--- src/hw/rtl/ikd_pkg.sv ---
// ----------------------------------------------------------------------------
// ikd_pkg
// Shared types and constants of the infrared keypad decoder: gap classes,
// event kinds, key numbers and the table of remote control key codes.
// ----------------------------------------------------------------------------
package ikd_pkg;

   // Width of the interval unit register and of the elapsed time field.
   localparam int UNIT_W    = 16;
   localparam int ELAPSED_W = 17;
   localparam int CODE_W    = 32;
   localparam int KEY_W     = 4;
   localparam int KIND_W    = 3;
   localparam int COUNT_W   = 5;
   localparam int NUM_KEYS  = 12;

   localparam logic [UNIT_W-1:0] UNIT_RESET = 16'd1000;

   // Classes of one gap between falling edges.
   typedef enum logic [1:0] {
      GAP_NONE = 2'd0,
      GAP_ZERO = 2'd1,
      GAP_ONE  = 2'd2,
      GAP_END  = 2'd3
   } gap_type;

   // Event kinds reported with every result word.
   typedef enum logic [KIND_W-1:0] {
      KIND_DIGIT   = 3'd0,
      KIND_DELETE  = 3'd1,
      KIND_ENTER   = 3'd2,
      KIND_UNKNOWN = 3'd3,
      KIND_FULL    = 3'd4,
      KIND_EMPTY   = 3'd5
   } kind_type;

   localparam logic [KEY_W-1:0] KEY_DELETE = 4'd10;
   localparam logic [KEY_W-1:0] KEY_ENTER  = 4'd11;
   localparam logic [KEY_W-1:0] KEY_NONE   = 4'd15;

   // Status of the frame decoder toward the sequencer.
   typedef struct packed {
      logic             done;
      logic [KEY_W-1:0] key;
   } frame_status_type;

   // Accumulated codes of the remote control buttons and the keys they mean.
   localparam logic [CODE_W-1:0] KEY_CODES [NUM_KEYS] = '{
      32'd2545244255, 32'd66219167,   32'd2820691487, 32'd1106806847,
      32'd3861279167, 32'd1382254079, 32'd4136726399, 32'd3358349263,
      32'd1817854287, 32'd4085739231, 32'd3633796495, 32'd891055645
   };
   localparam logic [KEY_W-1:0] KEY_VALUES [NUM_KEYS] = '{
      4'd1, 4'd2, 4'd3, 4'd4, 4'd5, 4'd6, 4'd7, 4'd8, 4'd9, 4'd0,
      KEY_DELETE, KEY_ENTER
   };

   // Look up a code in the key table; unmatched codes give KEY_NONE.
   function automatic logic [KEY_W-1:0] match_key(input logic [CODE_W-1:0] code);
      logic [KEY_W-1:0] key;
      key = KEY_NONE;
      for (int i = NUM_KEYS - 1; i >= 0; i--) begin
         if (KEY_CODES[i] == code) begin
            key = KEY_VALUES[i];
         end
      end
      return key;
   endfunction

endpackage

--- src/hw/rtl/ikd_digit_ram.sv ---
// ----------------------------------------------------------------------------
// ikd_digit_ram
// Digit buffer memory: one write port and one read port, with the read
// data registered.
// ----------------------------------------------------------------------------
module ikd_digit_ram
   import ikd_pkg::*;
#(
   parameter int DEPTH = 16,
   localparam int ADDR_W = (DEPTH > 1) ? $clog2(DEPTH) : 1
) (
   input  logic              clock,
   input  logic              wr_en,
   input  logic [ADDR_W-1:0] wr_addr,
   input  logic [KEY_W-1:0]  wr_data,
   input  logic              rd_en,
   input  logic [ADDR_W-1:0] rd_addr,
   output logic [KEY_W-1:0]  rd_data
);

   logic [KEY_W-1:0] mem [DEPTH];

   // Write port.
   always_ff @(posedge clock) begin
      if (wr_en) begin
         mem[wr_addr] <= wr_data;
      end
   end

   // Registered read port.
   always_ff @(posedge clock) begin
      if (rd_en) begin
         rd_data <= mem[rd_addr];
      end
   end

endmodule

--- src/hw/rtl/ikd_frame_decoder.sv ---
// ----------------------------------------------------------------------------
// ikd_frame_decoder
// Classifies each edge gap against the interval unit, accumulates the
// frame code and matches a finished code against the key table.
// ----------------------------------------------------------------------------
module ikd_frame_decoder
   import ikd_pkg::*;
(
   input  logic                 clock,
   input  logic                 reset,
   input  logic                 step,
   input  logic [ELAPSED_W-1:0] elapsed_us,
   input  logic [UNIT_W-1:0]    unit_us,
   output frame_status_type     frame
);

   logic [CODE_W-1:0] code_ff;
   logic [CODE_W-1:0] code_in;
   logic [CODE_W-1:0] code_x10;
   logic [UNIT_W-1:0] unit;
   logic [ELAPSED_W:0] unit1;
   logic [ELAPSED_W:0] unit2;
   logic [ELAPSED_W:0] unit3;
   logic [ELAPSED_W:0] gap;
   gap_type            gap_class;

   // A unit of zero counts as one. The gap is compared against one, two and
   // three units, which stands in for the truncating division.
   always_comb begin
      unit  = (unit_us == '0) ? UNIT_W'(1) : unit_us;
      unit1 = {2'b00, unit};
      unit2 = {1'b0, unit, 1'b0};
      unit3 = unit1 + unit2;
      gap   = {1'b0, elapsed_us};
      if (gap < unit1) begin
         gap_class = GAP_NONE;
      end else if (gap < unit2) begin
         gap_class = GAP_ZERO;
      end else if (gap < unit3) begin
         gap_class = GAP_ONE;
      end else begin
         gap_class = GAP_END;
      end
   end

   // Code accumulator: times ten plus the bit, cleared at every frame end.
   always_comb begin
      code_x10 = {code_ff[CODE_W-4:0], 3'b000} + {code_ff[CODE_W-2:0], 1'b0};
      code_in  = code_ff;
      if (step) begin
         case (gap_class)
            GAP_ZERO: code_in = code_x10;
            GAP_ONE:  code_in = code_x10 + CODE_W'(1);
            GAP_END:  code_in = '0;
            default:  code_in = code_ff;
         endcase
      end
   end

   always_ff @(posedge clock) begin
      if (reset) begin
         code_ff <= '0;
      end else begin
         code_ff <= code_in;
      end
   end

   // A frame with a nonzero code produces a key event.
   assign frame.done = step && (gap_class == GAP_END) && (code_ff != '0);
   assign frame.key  = match_key(code_ff);

endmodule

--- src/hw/rtl/ir_pulse_keypad_decoder_unit.sv ---
// ----------------------------------------------------------------------------
// ir_pulse_keypad_decoder_unit
// Infrared remote keypad decoder: gap words in, key event words out.
// ----------------------------------------------------------------------------
// Usage:
//   The req channel takes one word per falling edge of the receiver: the
//   microseconds since the previous edge. Short gaps build up the frame code;
//   a long gap ends the frame, and a nonzero code gives one rsp word with the
//   event kind, the key, the digit count and, on enter, the buffered number.
//   Gaps that only extend a code, and frames with a zero code, give no word.
//   The csr channel writes the interval unit; it is always ready.
// Throughput:
//   One word is worked on at a time: the next gap is accepted once the last
//   one is evaluated and, at a frame end, its result is handed off. Enter
//   walks the digit memory one entry a cycle through its single read port.
// Reset:
//   Synchronous reset clears the code, empties the buffer and sets the unit
//   to 1000 us. The digit memory itself is not cleared.
// Stall:
//   A result waits in the output register while rsp_stall is high; the next
//   gap is still accepted and worked on until its own result needs the
//   output register.
// ----------------------------------------------------------------------------
module ir_pulse_keypad_decoder_unit
   import ikd_pkg::*;
#(
   parameter int MAX_DIGITS = 16
) (
   input  logic                 clock,
   input  logic                 reset,
   // Gap words.
   input  logic                 req_valid,
   output logic                 req_stall,
   input  logic [ELAPSED_W-1:0] req_elapsed_us,
   // Event words.
   output logic                 rsp_valid,
   input  logic                 rsp_stall,
   output logic [KIND_W-1:0]    rsp_event_kind,
   output logic [KEY_W-1:0]     rsp_key,
   output logic [COUNT_W-1:0]   rsp_digit_count,
   output logic signed [31:0]   rsp_number_value,
   // Interval unit register.
   input  logic                 csr_valid,
   output logic                 csr_ready,
   input  logic [UNIT_W-1:0]    csr_unit_us
);

   localparam int CNT_W  = $clog2(MAX_DIGITS + 1);
   localparam int ADDR_W = (MAX_DIGITS > 1) ? $clog2(MAX_DIGITS) : 1;

   typedef enum logic [3:0] {
      ST_IDLE = 4'b0001,
      ST_EVAL = 4'b0010,
      ST_WALK = 4'b0100,
      ST_EMIT = 4'b1000
   } state_type;

   state_type            state_ff, state_in;
   logic [UNIT_W-1:0]    unit_ff;
   logic [ELAPSED_W-1:0] elapsed_ff;
   logic [CNT_W-1:0]     total_ff, total_in;
   logic [CNT_W-1:0]     walk_ff, walk_in;
   logic [31:0]          value_ff, value_in;
   kind_type             kind_ff, kind_in;
   logic [KEY_W-1:0]     key_ff, key_in;
   logic                 rsp_valid_ff, rsp_valid_in;
   logic [KIND_W-1:0]    rsp_kind_ff;
   logic [KEY_W-1:0]     rsp_key_ff;
   logic [COUNT_W-1:0]   rsp_count_ff;
   logic [31:0]          rsp_value_ff;
   logic                 rsp_load;
   logic [CNT_W+COUNT_W-1:0] total_ext;

   frame_status_type     frame;
   logic                 wr_en;
   logic [ADDR_W-1:0]    wr_addr;
   logic [KEY_W-1:0]     wr_data;
   logic                 rd_en;
   logic [ADDR_W-1:0]    rd_addr;
   logic [KEY_W-1:0]     rd_data;

   assign req_stall = (state_ff != ST_IDLE);
   assign csr_ready = 1'b1;

   ikd_frame_decoder u_frame (
      .clock      (clock),
      .reset      (reset),
      .step       (state_ff == ST_EVAL),
      .elapsed_us (elapsed_ff),
      .unit_us    (unit_ff),
      .frame      (frame)
   );

   ikd_digit_ram #(
      .DEPTH (MAX_DIGITS)
   ) u_ram (
      .clock   (clock),
      .wr_en   (wr_en),
      .wr_addr (wr_addr),
      .wr_data (wr_data),
      .rd_en   (rd_en),
      .rd_addr (rd_addr),
      .rd_data (rd_data)
   );

   // Sequencer: evaluate the gap, act on the key, walk the buffer on enter.
   always_comb begin
      state_in = state_ff;
      total_in = total_ff;
      walk_in  = walk_ff;
      value_in = value_ff;
      kind_in  = kind_ff;
      key_in   = key_ff;
      wr_en    = 1'b0;
      wr_addr  = total_ff[ADDR_W-1:0];
      wr_data  = frame.key;
      rd_en    = 1'b0;
      rd_addr  = walk_ff[ADDR_W-1:0];
      rsp_load = 1'b0;
      unique case (state_ff)
         ST_IDLE: begin
            if (req_valid) begin
               state_in = ST_EVAL;
            end
         end
         ST_EVAL: begin
            state_in = ST_IDLE;
            if (frame.done) begin
               key_in   = frame.key;
               value_in = '0;
               state_in = ST_EMIT;
               unique case (frame.key)
                  KEY_NONE: begin
                     kind_in = KIND_UNKNOWN;
                  end
                  KEY_DELETE: begin
                     if (total_ff != '0) begin
                        total_in = total_ff - CNT_W'(1);
                        kind_in  = KIND_DELETE;
                     end else begin
                        kind_in = KIND_EMPTY;
                     end
                  end
                  KEY_ENTER: begin
                     kind_in = KIND_ENTER;
                     if (total_ff == '0) begin
                        value_in = '1;
                     end else begin
                        rd_en    = 1'b1;
                        rd_addr  = '0;
                        walk_in  = CNT_W'(1);
                        state_in = ST_WALK;
                     end
                  end
                  default: begin
                     if (total_ff < CNT_W'(MAX_DIGITS)) begin
                        wr_en    = 1'b1;
                        total_in = total_ff + CNT_W'(1);
                        kind_in  = KIND_DIGIT;
                     end else begin
                        kind_in = KIND_FULL;
                     end
                  end
               endcase
            end
         end
         ST_WALK: begin
            // The digit read last cycle joins the running decimal value.
            value_in = {value_ff[28:0], 3'b000} + {value_ff[30:0], 1'b0}
                     + {28'd0, rd_data};
            if (walk_ff == total_ff) begin
               total_in = '0;
               state_in = ST_EMIT;
            end else begin
               rd_en   = 1'b1;
               walk_in = walk_ff + CNT_W'(1);
            end
         end
         ST_EMIT: begin
            if (!rsp_valid_ff || !rsp_stall) begin
               rsp_load = 1'b1;
               state_in = ST_IDLE;
            end
         end
         default: begin
            state_in = ST_IDLE;
         end
      endcase
   end

   // Output valid holds while stalled and is set when a result is loaded.
   always_comb begin
      rsp_valid_in = rsp_valid_ff && rsp_stall;
      if (rsp_load) begin
         rsp_valid_in = 1'b1;
      end
   end

   assign total_ext = {{COUNT_W{1'b0}}, total_ff};

   // Control registers.
   always_ff @(posedge clock) begin
      if (reset) begin
         state_ff     <= ST_IDLE;
         total_ff     <= '0;
         rsp_valid_ff <= 1'b0;
         unit_ff      <= UNIT_RESET;
      end else begin
         state_ff     <= state_in;
         total_ff     <= total_in;
         rsp_valid_ff <= rsp_valid_in;
         if (csr_valid && csr_ready) begin
            unit_ff <= csr_unit_us;
         end
      end
   end

   // Payload registers.
   always_ff @(posedge clock) begin
      if ((state_ff == ST_IDLE) && req_valid) begin
         elapsed_ff <= req_elapsed_us;
      end
      walk_ff  <= walk_in;
      value_ff <= value_in;
      kind_ff  <= kind_in;
      key_ff   <= key_in;
      if (rsp_load) begin
         rsp_kind_ff  <= kind_ff;
         rsp_key_ff   <= key_ff;
         rsp_count_ff <= total_ext[COUNT_W-1:0];
         rsp_value_ff <= value_ff;
      end
   end

   assign rsp_valid        = rsp_valid_ff;
   assign rsp_event_kind   = rsp_kind_ff;
   assign rsp_key          = rsp_key_ff;
   assign rsp_digit_count  = rsp_count_ff;
   assign rsp_number_value = rsp_value_ff;

endmodule
--- config.mk ---
export PLATFORM = sky130hd
export DESIGN_NAME = ir_pulse_keypad_decoder_unit
export DESIGN_NICKNAME = d
export VERILOG_FILES = /design/src/hw/rtl/ikd_pkg.sv /design/src/hw/rtl/ikd_digit_ram.sv /design/src/hw/rtl/ikd_frame_decoder.sv /design/src/hw/rtl/ir_pulse_keypad_decoder_unit.sv
export SDC_FILE = /design/constraint.sdc
export NUM_CORES = 1
export LEC_CHECK = 0
export BUFFER_PORTS_ARGS = -buffer_cell sky130_fd_sc_hd__buf_2
export CORE_MARGIN = 3
export CORE_UTILIZATION = 30
export CTS_BUF_LIST = sky130_fd_sc_hd__clkbuf_2
export DETAILED_ROUTE_END_ITERATION = 6
export PLACE_DENSITY = 0.57
export RECOVER_POWER = 50
export SYNTH_ARGS = -nofsm -noshare
export SYNTH_HDL_FRONTEND = slang
export SYNTH_SLANG_ARGS = --single-unit
--- constraint.sdc ---
create_clock -name clock -period 7.1 [get_ports clock]
set_input_delay 0 -clock clock [delete_from_list [all_inputs] [get_ports clock]]
set_output_delay 0 -clock clock [all_outputs]
set_load 0.03 [all_outputs]
Yosys cells after proc, flatten, opt, wreduce, memory -nomap -nowiden:

Memory sizes are Yosys's and may differ from the RTL's. A register that Yosys moved wholly into a read port is not among the register bits.
Cells that the tools add are included.

* multiplexer cells: 60
* magnitude comparators: 4
* reduce and logical (&&, ||, !) cells: 21
* equality and inequality tests: 34
* $add $sub $neg: 8

Operator list (number)
* $eq 32x32->1 const A: 7
* $eq 31x32->1 const A: 3
* $mux 32: 3
* $pmux 32 s3: 1
* $mux 4: 20
* $add 32x32->32: 2
* $pmux 32 s2: 1
* $mux 5: 8
* $add 32x1->32 const B: 1
* $add 32x4->32: 1
* $eq 26x32->1 const A: 1
* $eq 30x32->1 const A: 1
* $reduce_bool 32->1: 1
* $pmux 5 s2: 3
* $add 16x17->18: 1
* $lt 17x18->1: 1
* $lt 17x16->1: 1
* $lt 17x17->1: 1
* $eq 4x4->1 const B: 4
* $logic_not 16->1: 1
* $mux 16: 1
* $ne 2x2->1 const B: 8
* $pmux 4 s4: 1
* $mux 1: 14
* other kinds (28): 41

* memories: 1
* output and inout bits: 47
* input port bits: 38
* bits in writable memories: 64
* logic and storage cells: 142
* register bits: 163

Memories
* u_ram.mem: depth 16, width 4, rd ports 1, clocked after Yosys merged registers in 1, write ports 1, line ikd_digit_ram.sv:21 `logic [KEY_W-1:0] mem [DEPTH];`

Longest topological paths before layout:

* depth in word-level cells: 20
* gate-level depth with buffers: 30
* gate-level depth less buffers: 29

Cells and area by module:

From an unflattened synthesis, not the netlist that was laid out.

* cell total of the unflattened synthesis: 1353
* area, all modules: 14377.5 um^2

By module, submodules not included
* ir_pulse_keypad_decoder_unit: seq. area each 3673.5 um^2, times used 1, area each 6613.8 um^2, cells an instance 553
* ikd_frame_decoder: seq. area each 640.6 um^2, times used 1, area each 5057.4 um^2, cells an instance 670
* ikd_digit_ram: seq. area each 2042.0 um^2, times used 1, area each 2706.3 um^2, cells an instance 130

Worst setup path before layout:

Ideal clock, no wire load.

* path kind: register to register
* start point: register unit_ff[14]
* end point: register value_ff[0], enable pin
* data required time: 6634 ps
* setup slack: 33 ps
* period minus slack after synthesis: 7067 ps
* setup time: 466 ps
* path buffers: 1
* arrival time: 6601 ps
* cell stages (with the launch flop): 25
* path through: dfxtp_1 inv_1 ha_1 and4_1 and2_1 nand2_1 clkbuf_1 nand2_1 inv_1 ha_1 o21ai_0 nand2b_1 a2111oi_2 a211oi_1 a311o_1 a21oi_1 xnor2_1 ha_1 nand4b_1 nor4_1 o21ai_0 a21oi_1 nor2_1 o31a_1 o21ai_0

* cells in the longest elaborated chain, start to end: 12
* elaborated cells between the ends (all ways): 14
* classes of those cells: add/sub: 1; order compare: 3; eq/ne: 2; mux: 4; reduce/logical: 4

RTL lines
* start: declaration: line ir_pulse_keypad_decoder_unit.sv:59 `logic [UNIT_W-1:0] unit_ff;`
* start signal: assignment: line ir_pulse_keypad_decoder_unit.sv:213 `unit_ff <= csr_unit_us;`
* $logic_not 16->1: line ikd_frame_decoder.sv:30 `unit = (unit_us == '0) ? UNIT_W'(1) : unit_us;`
* $mux 16 *: line ikd_frame_decoder.sv:30
* $add 16x17->18: line ikd_frame_decoder.sv:33 `unit3 = unit1 + unit2;`
* $lt 17x18->1: line ikd_frame_decoder.sv:39 `end else if (gap < unit3) begin`
* $mux 1: line ikd_frame_decoder.sv:39
* $mux 2: line ikd_frame_decoder.sv:37 `end else if (gap < unit2) begin`
* $mux 2 *: line ikd_frame_decoder.sv:35 `if (gap < unit1) begin`
* $eq 2x2->1 *: line ikd_frame_decoder.sv:69 `assign frame.done = step && (gap_class == GAP_END) && (code_ff != '0);`
* $logic_and 1x1->1 * (2 in a row): line ikd_frame_decoder.sv:69
* $ne 2x2->1 (no source line) *
* $reduce_and 2->1 (no source line) *
* end signal: assignment: line ir_pulse_keypad_decoder_unit.sv:224 `value_ff <= value_in;`
* end: declaration: line ir_pulse_keypad_decoder_unit.sv:63 `logic [31:0] value_ff, value_in;`

Every way passes the cells marked *; elsewhere a longest branch is shown, timed or not.
A chain may end at the register's enable or synchronous reset.

Worst setup path in the final report:

* start point: register unit_ff[12]
* end point: memory u_ram.mem[8][1], enable pin

* cells in the longest elaborated chain, start to end: 14
* elaborated cells between the ends (all ways): 16
* classes of those cells: add/sub: 1; order compare: 3; eq/ne: 1; mux: 8; reduce/logical: 3

RTL lines
* $logic_not 16->1: line ikd_frame_decoder.sv:30
* $mux 16 *: line ikd_frame_decoder.sv:30
* $add 16x17->18: line ikd_frame_decoder.sv:33
* $lt 17x18->1: line ikd_frame_decoder.sv:39
* $mux 1: line ikd_frame_decoder.sv:39
* $mux 2: line ikd_frame_decoder.sv:37
* $mux 2 *: line ikd_frame_decoder.sv:35
* $eq 2x2->1 *: line ikd_frame_decoder.sv:69
* $logic_and 1x1->1 * (2 in a row): line ikd_frame_decoder.sv:69
* $mux 1 *: line ir_pulse_keypad_decoder_unit.sv:128 `if (frame.done) begin`
* $mux 1 *: line ir_pulse_keypad_decoder_unit.sv:120 `unique case (state_ff)`
* $mux 1 *: line ikd_digit_ram.sv:25 `if (wr_en) begin`
* $mux 1 (implied by the code) *: line ikd_digit_ram.sv:26 `mem[wr_addr] <= wr_data;`
* end: declaration: line ikd_digit_ram.sv:21

Marks and branches as above.

==> metrics <==
status finished with violations; failing checks capacitance limit, slew limit; ys flop type edfxtp_1; share of cells above drive strength 1 11.1%; Clock Path Buffers 3; Mapped Cells 1351; 1st-pass router iterations 5; Hold Vio Cnt, Final 0; core area 46800 um^2; synthesized area per cell 10.6 um^2; drt wl/cell 16.8 um; initial antenna violation count 3; nets@finish 1769; GR Util met3 3.04%; # DRC 0; I/O Buffers 83; dpl ws 0.285 ns; crit-path max cell delay 0.66 ns; sequential fraction of the synthesis area 44.6%; Setup Crit Path Kind flop to flop; post-route ant nets 0; peak supply drop 81.5 uV; Die Height 224 um; crit share post-route 93.2%; die area 50200 um^2; leak pwr 7.04 nW; Rel. slew slack -54.5%; pin count of the biggest net entering global routing 46; Syn Std Cell Area 14300 um^2; Startpoint Class flop; num rows 79; CTS H-tree lvls 2; vias in the first global route 11636; final wirelength 37400 um; Yosys reg bits 231; RD Place Congestion 0.913; Worst Path Max Fanout 14; Starting Density 30.5%; FF+latch area 6360 um^2; gr usage total 14.9%; Hold Path Class input pin to flop; Pins Over Slew Limit 85; # setup viols final 0; most frequent CP cell a21oi_1; Tmin final 6.62 ns; maximum clock frequency 151 MHz; TritonCTS clock tree built; CP endpoint kind flop; Pwr per Cell Area 157 nW/um^2; syn nets 1553; EDFF count, synth 173; CTS Buf Count 60; met2 Use GR 24.6%; Synth top area share 36.4%; most frequent cells in the layout 173 x edfxtp_1, 159 x ha_1, 104 x nand2_1, 102 x a21oi_1, 99 x dlygate4sd3_1; power consumption 2.66 mW; drt initial violations 632; cell chosen for the clock root clkbuf_2; Tightest Pin Transition 2.32 ns; Final Skew 0.0863 ns; Area contributors post-synth edfxtp_1 36%, ha_1 14%, dfxtp_1 8.1%; clk slew on worst S/H paths 0.11 ns; asr flop ratio synth 0%; most common cell after layout, fill and taps aside edfxtp_1; cell taking the most area after synthesis edfxtp_1; Syn-to-layout area delta 18.4%; clock sink count 231; Final HPWL DP 26000 um; fill count 4667; Yosys warnings 0; Yosys cell types 80; Final WS setup 0.481 ns; die width 224 um; multi-input logic area 7610 um^2; number of max-cap violations 2; worst endpoint required time 7.75 ns; clk_lat worst skew 1.01 ns; GRT overflow 0; CP arrival 7.27 ns; met1 Usage GRT 18.9%; Setup Fix Bufs, Post-CTS 0; Vias/cell 5.09; WHS 0.255 ns; first-pass GRT wire length 60800 um; Most Crowded Layer GR met2; slowest CP cell or4b_1; final setup TNS 0 ns; DR vias 11308; Ports 85
==> cell usage after synthesis, types with 6 or more instances <==
| cell type | count |
|---|---|
| o21ai_0 | 77 |
| nor2_1 | 93 |
| xor2_1 | 32 |
| dfxtp_1 | 58 |
| and3_1 | 15 |
| mux4_2 | 12 |
| inv_1 | 51 |
| a211oi_1 | 13 |
| ha_1 | 159 |
| and4b_1 | 7 |
| nand2_1 | 105 |
| nand2b_1 | 12 |
| mux2i_1 | 20 |
| nor4b_1 | 6 |
| edfxtp_1 | 173 |
| o211ai_1 | 11 |
| a21o_1 | 26 |
| o21ai_1 | 6 |
| nand3_1 | 53 |
| nor3_1 | 24 |
| a31oi_1 | 11 |
| a21oi_1 | 102 |
| or3_1 | 9 |
| o21a_1 | 7 |
| nand3b_1 | 7 |
| nor2b_1 | 16 |
| nand4_1 | 20 |
| nor4_1 | 15 |
| and2_1 | 6 |
| xnor2_1 | 43 |
| clkbuf_1 | 37 |
| nand4b_1 | 6 |
| o21bai_1 | 15 |
==> flip-flops by register name, summed over array words and instances, names as in the netlist <==
register,cells
u_ram.rd_data,4
key_ff,4
value_ff,32
unit_ff,16
state_ff,4
rsp_number_value,32
u_ram.mem,64
total_ff,5
elapsed_ff,17
walk_ff,5
rsp_key,4
rsp_digit_count,5
rsp_valid,1
kind_ff,3
u_frame.code_ff,32
rsp_event_kind,3
==> cells by family (layout without fill, tap and decap cells) <==
kind of cell,Yosys count,count (layout),synth area share [%]
adder cells (fa/ha/maj),164,164,14.7
multiplexers,36,36,3.61
other,1,4,0.0263
AND/OR/NAND/NOR,429,429,15.9
AO/OA/AOI/OAI,321,321,14.1
buffers and inverters,94,353,2.51
XOR/XNOR,75,75,4.61
flip-flops,231,231,44.6
==> area by class of cell <==
| class | instances | share of cell area, % |
|---|---|---|
| diodes | 3 | 0.0445 |
| clock buffers | 86 | 2.55 |
| clock inverters | 19 | 0.496 |
| inverters | 52 | 1.16 |
| multi-input cells | 1026 | 45.1 |
| flip-flops and latches | 231 | 37.6 |
| well taps | 607 | 4.50 |
| repair buffers | 196 | 8.54 |
==> power by group <==
part           internal (mW)  leakage (nW)  switching, mW  total (mW)
sequential              1.45          2.31         0.0186        1.47
combinational          0.134          4.34          0.160       0.294
clock                  0.329         0.397          0.564       0.893
total                   1.91          7.04          0.743        2.66
==> path summary, 6_finish.rpt <==
check / from / to / slack, ns / depth (start not counted)
worst max-delay path: unit_ff[12] / u_ram.mem[8][1] / 0.48 / 29
worst min register to register: kind_ff[1] / rsp_event_kind[1] / 0.39 / 0
worst min-delay path: req_elapsed_us[1] / elapsed_ff[1] / 0.26 / 3
worst max register to register: unit_ff[12] / u_ram.mem[8][1] / 0.48 / 29
==> critical path: cells and delay by family (launching register included) <==
family	cells	cell delay [ns]
simple gates	11	2.50
compound gates	12	2.29
fa+ha+maj	3	0.74
flops	1	0.42
buf+inv	2	0.20
xor+xnor	1	0.15
==> metrics by stage <==
stage	area, um^2	cells	utilization (%)
after floorplan	14300	1351	-
after global placement	15400	2013	33.0
after detailed placement	15400	2013	33.0
after CTS	16900	2217	36.2
after global routing	16900	2220	36.1
final	16900	2220	36.1
==> what timing repair did <==
action / CTS / global route
hold buffers: 99 / 0
gates resized for setup: 0 / 12
setup endpoints to repair: 0 / 52
hold endpoints to repair: 129 / 0
==> metal layers <==
layer | part of all wire (%) | vias up
met5 | 0 | -
met4 | 3.3 | 0
met3 | 5.6 | 93
met2 | 46 | 318
met1 | 45 | 5316
li1 | - | 5581
Note: power is estimated with default switching activity, not from simulation.
